### config.mk
export PLATFORM = sky130hd
export DESIGN_NAME = dag_topological_sort
export DESIGN_NICKNAME = d
export VERILOG_FILES = /design/src/hw/rtl/dts_pkg.sv /design/src/hw/rtl/dts_lane.sv /design/src/hw/rtl/dts_pick.sv /design/src/hw/rtl/dag_topological_sort.sv
export VERILOG_INCLUDE_DIRS = /design/src /design/src/hw/rtl
export SDC_FILE = /design/constraint.sdc
export NUM_CORES = 2
export LEC_CHECK = 0
export ABC_AREA = 1
export BUFFER_PORTS_ARGS = -buffer_cell sky130_fd_sc_hd__buf_4
export CAP_MARGIN = 20
export CORE_MARGIN = 1
export CORE_UTILIZATION = 64
export DETAILED_ROUTE_END_ITERATION = 10
export HOLD_SLACK_MARGIN = 0.08
export PLACE_DENSITY_LB_ADDON = 0.1
export SLEW_MARGIN = 30
export SYNTH_ARGS = -nofsm -noshare
export SYNTH_HDL_FRONTEND = slang
export SYNTH_HIERARCHICAL = 1
export SYNTH_SLANG_ARGS = --single-unit
### constraint.sdc
create_clock -name clk -period 6.1 [get_ports clk]
set_input_delay 0.61 -clock clk [delete_from_list [all_inputs] [get_ports clk]]
set_output_delay 0.61 -clock clk [all_outputs]
set_load 0.02 [all_outputs]
### src/hw/rtl/assert_macros.svh
// Assertion macros used by dag_topological_sort.
`ifndef ASSERT_MACROS_SVH
`define ASSERT_MACROS_SVH

// Condition must hold on every clock edge outside reset.
`define ASSERT_ALWAYS(label, cond, msg) \
  label: assert property (@(posedge clk) disable iff (rst) (cond)) else $error(msg);

// Antecedent implies consequent on the next clock edge.
`define ASSERT_NEXT(label, ante, cons, msg) \
  label: assert property (@(posedge clk) disable iff (rst) (ante) |=> (cons)) else $error(msg);

`endif

### src/hw/rtl/dts_pkg.sv
// Shared constants and types for the topological sort block.
package dts_pkg;

  localparam int ROW_W         = 32;
  localparam int VTX_W         = 5;
  localparam int POS_W         = 5;
  localparam int OUT_DATA_W    = 16;
  localparam int DEF_MAX_NODES = 32;

  // Control from the sequencer to every column lane.
  typedef struct packed {
    logic clear;
    logic add;
    logic dec;
  } lane_ctrl_t;

  // Status from one column lane.
  typedef struct packed {
    logic zero;
    logic to_zero;
  } lane_stat_t;

endpackage

### src/hw/rtl/dts_lane.sv
// One column lane: in-degree counter of a single node.
module dts_lane import dts_pkg::*; #(
  parameter int CNT_W = 6
) (
  input  logic       clk,
  input  logic       rst,
  input  lane_ctrl_t ctrl,
  input  logic       col_bit,
  input  logic       active,
  output lane_stat_t stat
);

  logic [CNT_W-1:0] cnt;

  always_ff @(posedge clk) begin
    if (rst || ctrl.clear) begin
      cnt <= '0;
    end else if (ctrl.add && col_bit) begin
      cnt <= cnt + CNT_W'(1);
    end else if (ctrl.dec && col_bit && active && cnt != '0) begin
      cnt <= cnt - CNT_W'(1);
    end
  end

  assign stat.zero    = (cnt == '0);
  // this child drops to zero if the popped node points at it
  assign stat.to_zero = col_bit && active && (cnt == CNT_W'(1));

endmodule

### src/hw/rtl/dts_pick.sv
// Pick logic: picks the lowest pending node to push next.
module dts_pick import dts_pkg::*; #(
  parameter int N  = 32,
  parameter int IW = 5
) (
  input  logic [N-1:0]  mask,
  output logic          found,
  output logic [IW-1:0] idx
);

  always_comb begin
    found = 1'b0;
    idx   = '0;
    for (int i = N - 1; i >= 0; i--) begin
      if (mask[i]) begin
        found = 1'b1;
        idx   = IW'(i);
      end
    end
  end

endmodule

### src/hw/rtl/dag_topological_sort.sv
// Rows load one per cycle while s_tready is high; after the last row the sort seeds, then
// per node does one push, one pop and one empty scan, then sends N result beats.
// One graph at a time: input waits from the last row to the last beat.
// Reset: rst is synchronous, active high; clears counters, lanes and the output beat.
// Adjacency, stack and order storage need no reset.
module dag_topological_sort import dts_pkg::*; #(
  parameter int MAX_NODES = DEF_MAX_NODES
) (
  input  logic                  clk,
  input  logic                  rst,
  input  logic                  s_tvalid,
  output logic                  s_tready,
  input  logic [ROW_W-1:0]      s_tdata,   // [31:0] row_bits
  input  logic                  s_tlast,   // last_row
  output logic                  m_tvalid,
  input  logic                  m_tready,
  output logic [OUT_DATA_W-1:0] m_tdata,   // [4:0] vertex, [9:5] position, [15:10] zero
  output logic                  m_tuser,   // placed
  output logic                  m_tlast    // last_slot
);

`include "assert_macros.svh"

  localparam int NODE_CAP = (MAX_NODES < ROW_W) ? MAX_NODES : ROW_W;
  localparam int IDX_W    = $clog2(NODE_CAP);
  localparam int CNT_W    = $clog2(NODE_CAP + 1);

  localparam logic [2:0] S_LOAD = 3'd0;
  localparam logic [2:0] S_SEED = 3'd1;
  localparam logic [2:0] S_PUSH = 3'd2;
  localparam logic [2:0] S_POP  = 3'd3;
  localparam logic [2:0] S_EMIT = 3'd4;

  logic [2:0]          state;
  logic [CNT_W-1:0]    rows_loaded;
  logic [CNT_W-1:0]    node_cnt;
  logic [NODE_CAP-1:0] colmask;
  logic [NODE_CAP-1:0] pend;
  logic [CNT_W-1:0]    depth;
  logic [CNT_W-1:0]    filled;
  logic [CNT_W-1:0]    emit_idx;

  logic [ROW_W-1:0] adj   [NODE_CAP];
  logic [IDX_W-1:0] stk   [NODE_CAP];
  logic [IDX_W-1:0] slots [NODE_CAP];

  logic                in_acc;
  logic                row_room;
  logic [CNT_W-1:0]    rows_next;
  logic [NODE_CAP-1:0] colmask_next;
  logic [CNT_W-1:0]    depth_m1;
  logic [IDX_W-1:0]    stk_top;
  logic [ROW_W-1:0]    adj_top;
  logic                out_load;
  logic                emit_last;
  logic                pick_found;
  logic [IDX_W-1:0]    pick_idx;
  lane_ctrl_t          lane_ctrl;
  lane_stat_t          lane_stat [NODE_CAP];
  logic [NODE_CAP-1:0] zero_vec;
  logic [NODE_CAP-1:0] to_zero_vec;
  logic [NODE_CAP-1:0] lane_bit;

  assign s_tready  = (state == S_LOAD);
  assign in_acc    = s_tvalid && s_tready;
  assign row_room  = (rows_loaded < CNT_W'(NODE_CAP));
  assign rows_next = row_room ? rows_loaded + CNT_W'(1) : rows_loaded;

  always_comb begin
    for (int j = 0; j < NODE_CAP; j++) begin
      colmask_next[j] = (CNT_W'(j) < rows_next);
    end
  end

  assign depth_m1 = depth - CNT_W'(1);
  assign stk_top  = stk[depth_m1[IDX_W-1:0]];
  assign adj_top  = adj[stk_top];

  assign out_load  = (state == S_EMIT) && (!m_tvalid || m_tready);
  assign emit_last = (emit_idx + CNT_W'(1) == node_cnt);

  assign lane_ctrl.clear = out_load && emit_last;
  assign lane_ctrl.add   = in_acc && row_room;
  assign lane_ctrl.dec   = (state == S_POP);

  for (genvar j = 0; j < NODE_CAP; j++) begin : g_lane
    assign lane_bit[j] = (state == S_LOAD) ? s_tdata[j] : adj_top[j];

    dts_lane #(
      .CNT_W (CNT_W)
    ) u_lane (
      .clk     (clk),
      .rst     (rst),
      .ctrl    (lane_ctrl),
      .col_bit (lane_bit[j]),
      .active  (colmask[j]),
      .stat    (lane_stat[j])
    );

    assign zero_vec[j]    = lane_stat[j].zero;
    assign to_zero_vec[j] = lane_stat[j].to_zero;
  end

  dts_pick #(
    .N  (NODE_CAP),
    .IW (IDX_W)
  ) u_pick (
    .mask  (pend),
    .found (pick_found),
    .idx   (pick_idx)
  );

  // storage without reset
  always_ff @(posedge clk) begin
    if (in_acc && row_room) begin
      adj[rows_loaded[IDX_W-1:0]] <= s_tdata;
    end
    if (state == S_PUSH && pick_found) begin
      stk[depth[IDX_W-1:0]] <= pick_idx;
    end
    if (state == S_POP) begin
      slots[filled[IDX_W-1:0]] <= stk_top;
    end
  end

  always_ff @(posedge clk) begin
    if (rst) begin
      state       <= S_LOAD;
      rows_loaded <= '0;
      node_cnt    <= '0;
      colmask     <= '0;
      pend        <= '0;
      depth       <= '0;
      filled      <= '0;
      emit_idx    <= '0;
    end else begin
      unique case (state)
        S_LOAD: begin
          if (in_acc) begin
            if (s_tlast) begin
              node_cnt    <= rows_next;
              colmask     <= colmask_next;
              rows_loaded <= '0;
              state       <= S_SEED;
            end else begin
              rows_loaded <= rows_next;
            end
          end
        end
        S_SEED: begin
          pend   <= colmask & zero_vec;
          depth  <= '0;
          filled <= '0;
          state  <= S_PUSH;
        end
        S_PUSH: begin
          // ascending push order leaves the highest ready node on top
          if (pick_found) begin
            depth          <= depth + CNT_W'(1);
            pend[pick_idx] <= 1'b0;
          end else if (depth != '0 && filled < node_cnt) begin
            state <= S_POP;
          end else begin
            emit_idx <= '0;
            state    <= S_EMIT;
          end
        end
        S_POP: begin
          depth  <= depth_m1;
          filled <= filled + CNT_W'(1);
          pend   <= to_zero_vec;
          state  <= S_PUSH;
        end
        S_EMIT: begin
          if (out_load) begin
            emit_idx <= emit_idx + CNT_W'(1);
            if (emit_last) begin
              state <= S_LOAD;
            end
          end
        end
        default: begin
          state <= S_LOAD;
        end
      endcase
    end
  end

  // output beat register
  always_ff @(posedge clk) begin
    if (rst) begin
      m_tvalid <= 1'b0;
    end else if (out_load) begin
      m_tvalid <= 1'b1;
    end else if (m_tready) begin
      m_tvalid <= 1'b0;
    end
  end

  always_ff @(posedge clk) begin
    if (out_load) begin
      m_tdata <= OUT_DATA_W'({POS_W'(emit_idx),
                              (emit_idx < filled) ? VTX_W'(slots[emit_idx[IDX_W-1:0]])
                                                  : VTX_W'(0)});
      m_tuser <= (emit_idx < filled);
      m_tlast <= emit_last;
    end
  end

  `ASSERT_ALWAYS(a_depth_cap, depth <= CNT_W'(NODE_CAP), "ready stack overflow")
  `ASSERT_ALWAYS(a_pop_nonempty, state != S_POP || depth != '0, "pop from empty stack")
  `ASSERT_ALWAYS(a_filled_le_n, state == S_LOAD || state == S_SEED || filled <= node_cnt,
                 "more slots filled than nodes")
  `ASSERT_NEXT(a_last_clears, out_load && emit_last, state == S_LOAD && rows_loaded == '0,
               "sort did not return to loading")

endmodule
==> run_summary.xml <==
<?xml version="1.0" encoding="UTF-8"?>
<metrics>
  <group name="run_status">
    <metric name="status" unit="">finished clean</metric>
  </group>
  <group name="route">
    <metric name="drt_iter0_markers" unit="">6448</metric>
    <metric name="drt-vias-per-instance" unit="">5.99</metric>
    <metric name="route.detailed.drc" unit="">0</metric>
    <metric name="drt_wl_total" unit="µm">206000</metric>
    <metric name="detailroute.via_count" unit="">58800</metric>
    <metric name="drt_pass1_iterations" unit="">6</metric>
    <metric name="ant_nets" unit="">0</metric>
    <metric name="routed_wirelength_normalized_by_instance_count" unit="µm">21.0</metric>
  </group>
  <group name="die">
    <metric name="initial_core_util" unit="">0.649</metric>
    <metric name="die_height" unit="µm">352</metric>
    <metric name="die_w" unit="µm">352</metric>
    <metric name="std_cell_rows" unit="">127</metric>
    <metric name="boundaryPins" unit="">57</metric>
    <metric name="dieArea" unit="µm²">124000</metric>
    <metric name="core_area" unit="µm²">121000</metric>
  </group>
  <group name="hold_path">
    <metric name="worst_hold_path_type" unit="">in2reg</metric>
  </group>
  <group name="yosys">
    <metric name="synth-edff-count" unit="">1356</metric>
    <metric name="yosysTopAreaCell" unit="">sky130_fd_sc_hd__edfxtp_1</metric>
    <metric name="synth_cells" unit="">8132</metric>
    <metric name="synth.top_cell.area_share" unit="">0.520</metric>
    <metric name="syn_avg_cell_area" unit="µm²">9.62</metric>
    <metric name="synth.lib_cells_used.distinct" unit="">51</metric>
    <metric name="ys_seq_elements" unit="">1645</metric>
    <metric name="synthFlopType" unit="">sky130_fd_sc_hd__edfxtp_1</metric>
    <metric name="yosysMostFrequentCell" unit="">sky130_fd_sc_hd__nand2_1</metric>
    <metric name="synth_async_sr_flop_share" unit="">0</metric>
    <metric name="synth-warning-count" unit="">6</metric>
    <metric name="synth.top_cells.by_count" unit="">sky130_fd_sc_hd__nand2_1 (2174), sky130_fd_sc_hd__nand3_1 (1475), sky130_fd_sc_hd__edfxtp_1 (1356), sky130_fd_sc_hd__nor2_1 (596), sky130_fd_sc_hd__inv_1 (559)</metric>
    <metric name="post_synth_instance_area" unit="µm²">78300</metric>
    <metric name="post_synth_main_area_contributors" unit="">sky130_fd_sc_hd__edfxtp_1 (52%), sky130_fd_sc_hd__nand2_1 (10%), sky130_fd_sc_hd__nand3_1 (9.4%)</metric>
    <metric name="synth-seq-area-share" unit="">0.594</metric>
  </group>
  <group name="clocking">
    <metric name="clkLatencyLatePin" unit="ns">0.81</metric>
    <metric name="number_of_hold_buffers_added_after_cts" unit="">0</metric>
    <metric name="number_of_buffers_created_by_cts" unit="">167</metric>
    <metric name="post-cts-setup-buffer-count" unit="">0</metric>
    <metric name="max-clock-path-buffers" unit="">3</metric>
    <metric name="ctsHtreeMaxLevel" unit="">4</metric>
    <metric name="clk_transition_reported_paths" unit="ns">0.06</metric>
    <metric name="cts_resized" unit="">0</metric>
    <metric name="clock_sink_count" unit="">1645</metric>
    <metric name="clk_root_buffer_cell" unit="">sky130_fd_sc_hd__clkbuf_16</metric>
    <metric name="tritoncts_clock_tree" unit="">done</metric>
  </group>
  <group name="timing">
    <metric name="final.setup.tns" unit="ns">0</metric>
    <metric name="post-route-min-period" unit="ns">5.27</metric>
    <metric name="worst_slew_pin_slew" unit="ns">0.981</metric>
    <metric name="rsz0062_at_grt" unit="">no</metric>
    <metric name="finClkSkew" unit="ns">0.0319</metric>
    <metric name="slew_violations" unit="">0</metric>
    <metric name="slew_headroom" unit="">0.346</metric>
    <metric name="setup_violations" unit="">0</metric>
    <metric name="layout_worst_path_cycle_share" unit="">0.864</metric>
    <metric name="whs" unit="ns">0.223</metric>
    <metric name="finalHoldViolations" unit="">0</metric>
    <metric name="fmax" unit="MHz">190</metric>
  </group>
  <group name="grt">
    <metric name="grt_start_max_net_pins" unit="">141</metric>
    <metric name="antenna_violations_before_repair" unit="">7</metric>
    <metric name="track_usage" unit="">0.333</metric>
    <metric name="grt_use_met1" unit="">0.441</metric>
    <metric name="grt-busiest-layer" unit="">met2</metric>
    <metric name="grtUsageMet3" unit="">0.0596</metric>
    <metric name="grt_overflow" unit="">0</metric>
    <metric name="grt_pass1_wl" unit="µm">315000</metric>
    <metric name="number_of_global_route_vias_before_repair" unit="">55300</metric>
    <metric name="grt_use_met2" unit="">0.544</metric>
  </group>
  <group name="setup_path">
    <metric name="critical-path-top-delay-family" unit="">simple AND/OR/NAND/NOR gates</metric>
    <metric name="crit_slowest_cell" unit="">sky130_fd_sc_hd__nand2_8</metric>
    <metric name="critPathBufInv" unit="">5</metric>
    <metric name="worst_ep_required_time" unit="ns">6.78</metric>
    <metric name="critical_path_class" unit="">reg2reg</metric>
    <metric name="worstSetupEndpointType" unit="">register</metric>
    <metric name="cp-start-kind" unit="">register</metric>
    <metric name="cp_max_fo" unit="">96</metric>
    <metric name="dominant_cell_type_by_count_on_the_critical_path" unit="">sky130_fd_sc_hd__nand2_1</metric>
    <metric name="critical-path-max-stage-delay" unit="ns">0.65</metric>
    <metric name="cp_data_arrival_time" unit="ns">5.95</metric>
  </group>
  <group name="final_layout">
    <metric name="multi_input_gate_area" unit="µm²">27500</metric>
    <metric name="finalInstanceArea" unit="µm²">85500</metric>
    <metric name="final-instance-count-excl-fill" unit="">9816</metric>
    <metric name="flow.area_growth_from_synthesis" unit="%">9.25</metric>
    <metric name="finish.net_count" unit="">8253</metric>
    <metric name="final-seq-area" unit="µm²">46500</metric>
    <metric name="fillers" unit="">8824</metric>
    <metric name="post_route_cells_drive_above_1_share" unit="">0.0779</metric>
  </group>
  <group name="placement">
    <metric name="port_buffers" unit="">50</metric>
    <metric name="dpl_cell_area" unit="µm²">80000</metric>
    <metric name="numPlacedInstances" unit="">9508</metric>
    <metric name="gp_congestion" unit="">0.894</metric>
    <metric name="hpwlAfterDp" unit="µm">119000</metric>
  </group>
  <group name="job">
    <metric name="max_cap_viol_count" unit="">0</metric>
  </group>
</metrics>
layout by cell type, fill, tap and decap left out, drive strengths merged, types with 2 or more instances in the layout:
cell type | netlist | final
nor3 | 9 | 9
nor4 | 4 | 4
a21o | 2 | 2
o22ai | 12 | 12
a211oi | 5 | 5
a21oi | 234 | 234
a221o | 7 | 7
nor2 | 628 | 628
inv | 568 | 572
nand3 | 1507 | 1507
clkbuf | 83 | 228
o211ai | 11 | 11
o31ai | 4 | 4
nand2 | 2273 | 2273
buf | 334 | 176
xnor2 | 33 | 33
bufinv | 0 | 14
clkinv | 1 | 59
clkinvlp | 0 | 3
ha | 151 | 151
and3 | 5 | 5
o2111ai | 3 | 3
or2 | 4 | 4
dfxtp | 289 | 289
a31oi | 4 | 4
xor2 | 68 | 68
conb | 1 | 6
edfxtp | 1356 | 1356
nand3b | 128 | 128
a22oi | 8 | 8
nand4 | 36 | 36
o21bai | 2 | 2
a311oi | 7 | 7
o221ai | 33 | 33
o2bb2ai | 32 | 32
o21ai | 286 | 286
per-layer routing:
layer / part of all wire / routed length [µm]
met5: 0.00030 / 62
met4: 0.042 / 8770
met3: 0.094 / 19400
met2: 0.47 / 96300
met1: 0.40 / 81800
sequential cells by signal, indices dropped and copies added, names as in the netlist, 10 cells and up:
register,cells
pend,32
m_tdata,10
stk,160
slots,160
colmask,31
adj,1024
g_lane.u_lane/cnt,192
worst paths after layout:
check	from	endpoint	slack, ns	cells after the start
worst max register to register	depth[0]	g_lane[13].u_lane/cnt[4]	0.83	27
worst max-delay path	depth[0]	g_lane[13].u_lane/cnt[4]	0.83	27
worst min-delay path	s_tdata[29]	adj[29][29]	0.22	1
worst min register to register	pend[6]	pend[6]	0.48	2
logic make-up (layout without fill, tap and decap cells):
family,Yosys count,in the layout,share of synthesized area
simple gates,4594,4594,0.263
flops,1645,1645,0.594
buf+inv,986,1052,0.0599
compound gates,654,654,0.0474
fa+ha+maj,151,151,0.0241
xor+xnor,101,101,0.0113
other cells,1,7,0.0000479
metrics by stage:
stage | util | worst slack, ns
2_1_floorplan | - | 0.628
3_3_place_gp | 0.660 | 0.993
3_5_place_dp | 0.664 | 0.964
4_1_cts | 0.709 | 0.886
5_1_grt | 0.709 | 0.363
6_report | 0.709 | 0.828
cell type report:
class,instances,share of cell area
sequential,1645,0.544
tap,1612,0.0236
multi-input combinational,5506,0.321
timing repair buffer,176,0.0222
clock buffer,228,0.0548
antenna,1,0.0000293
inverter,569,0.0251
clock inverter,79,0.00915
Power is left out: the tool's default activity adds up to more than one toggle a clock period on the data nets, which glitch-free logic cannot reach.
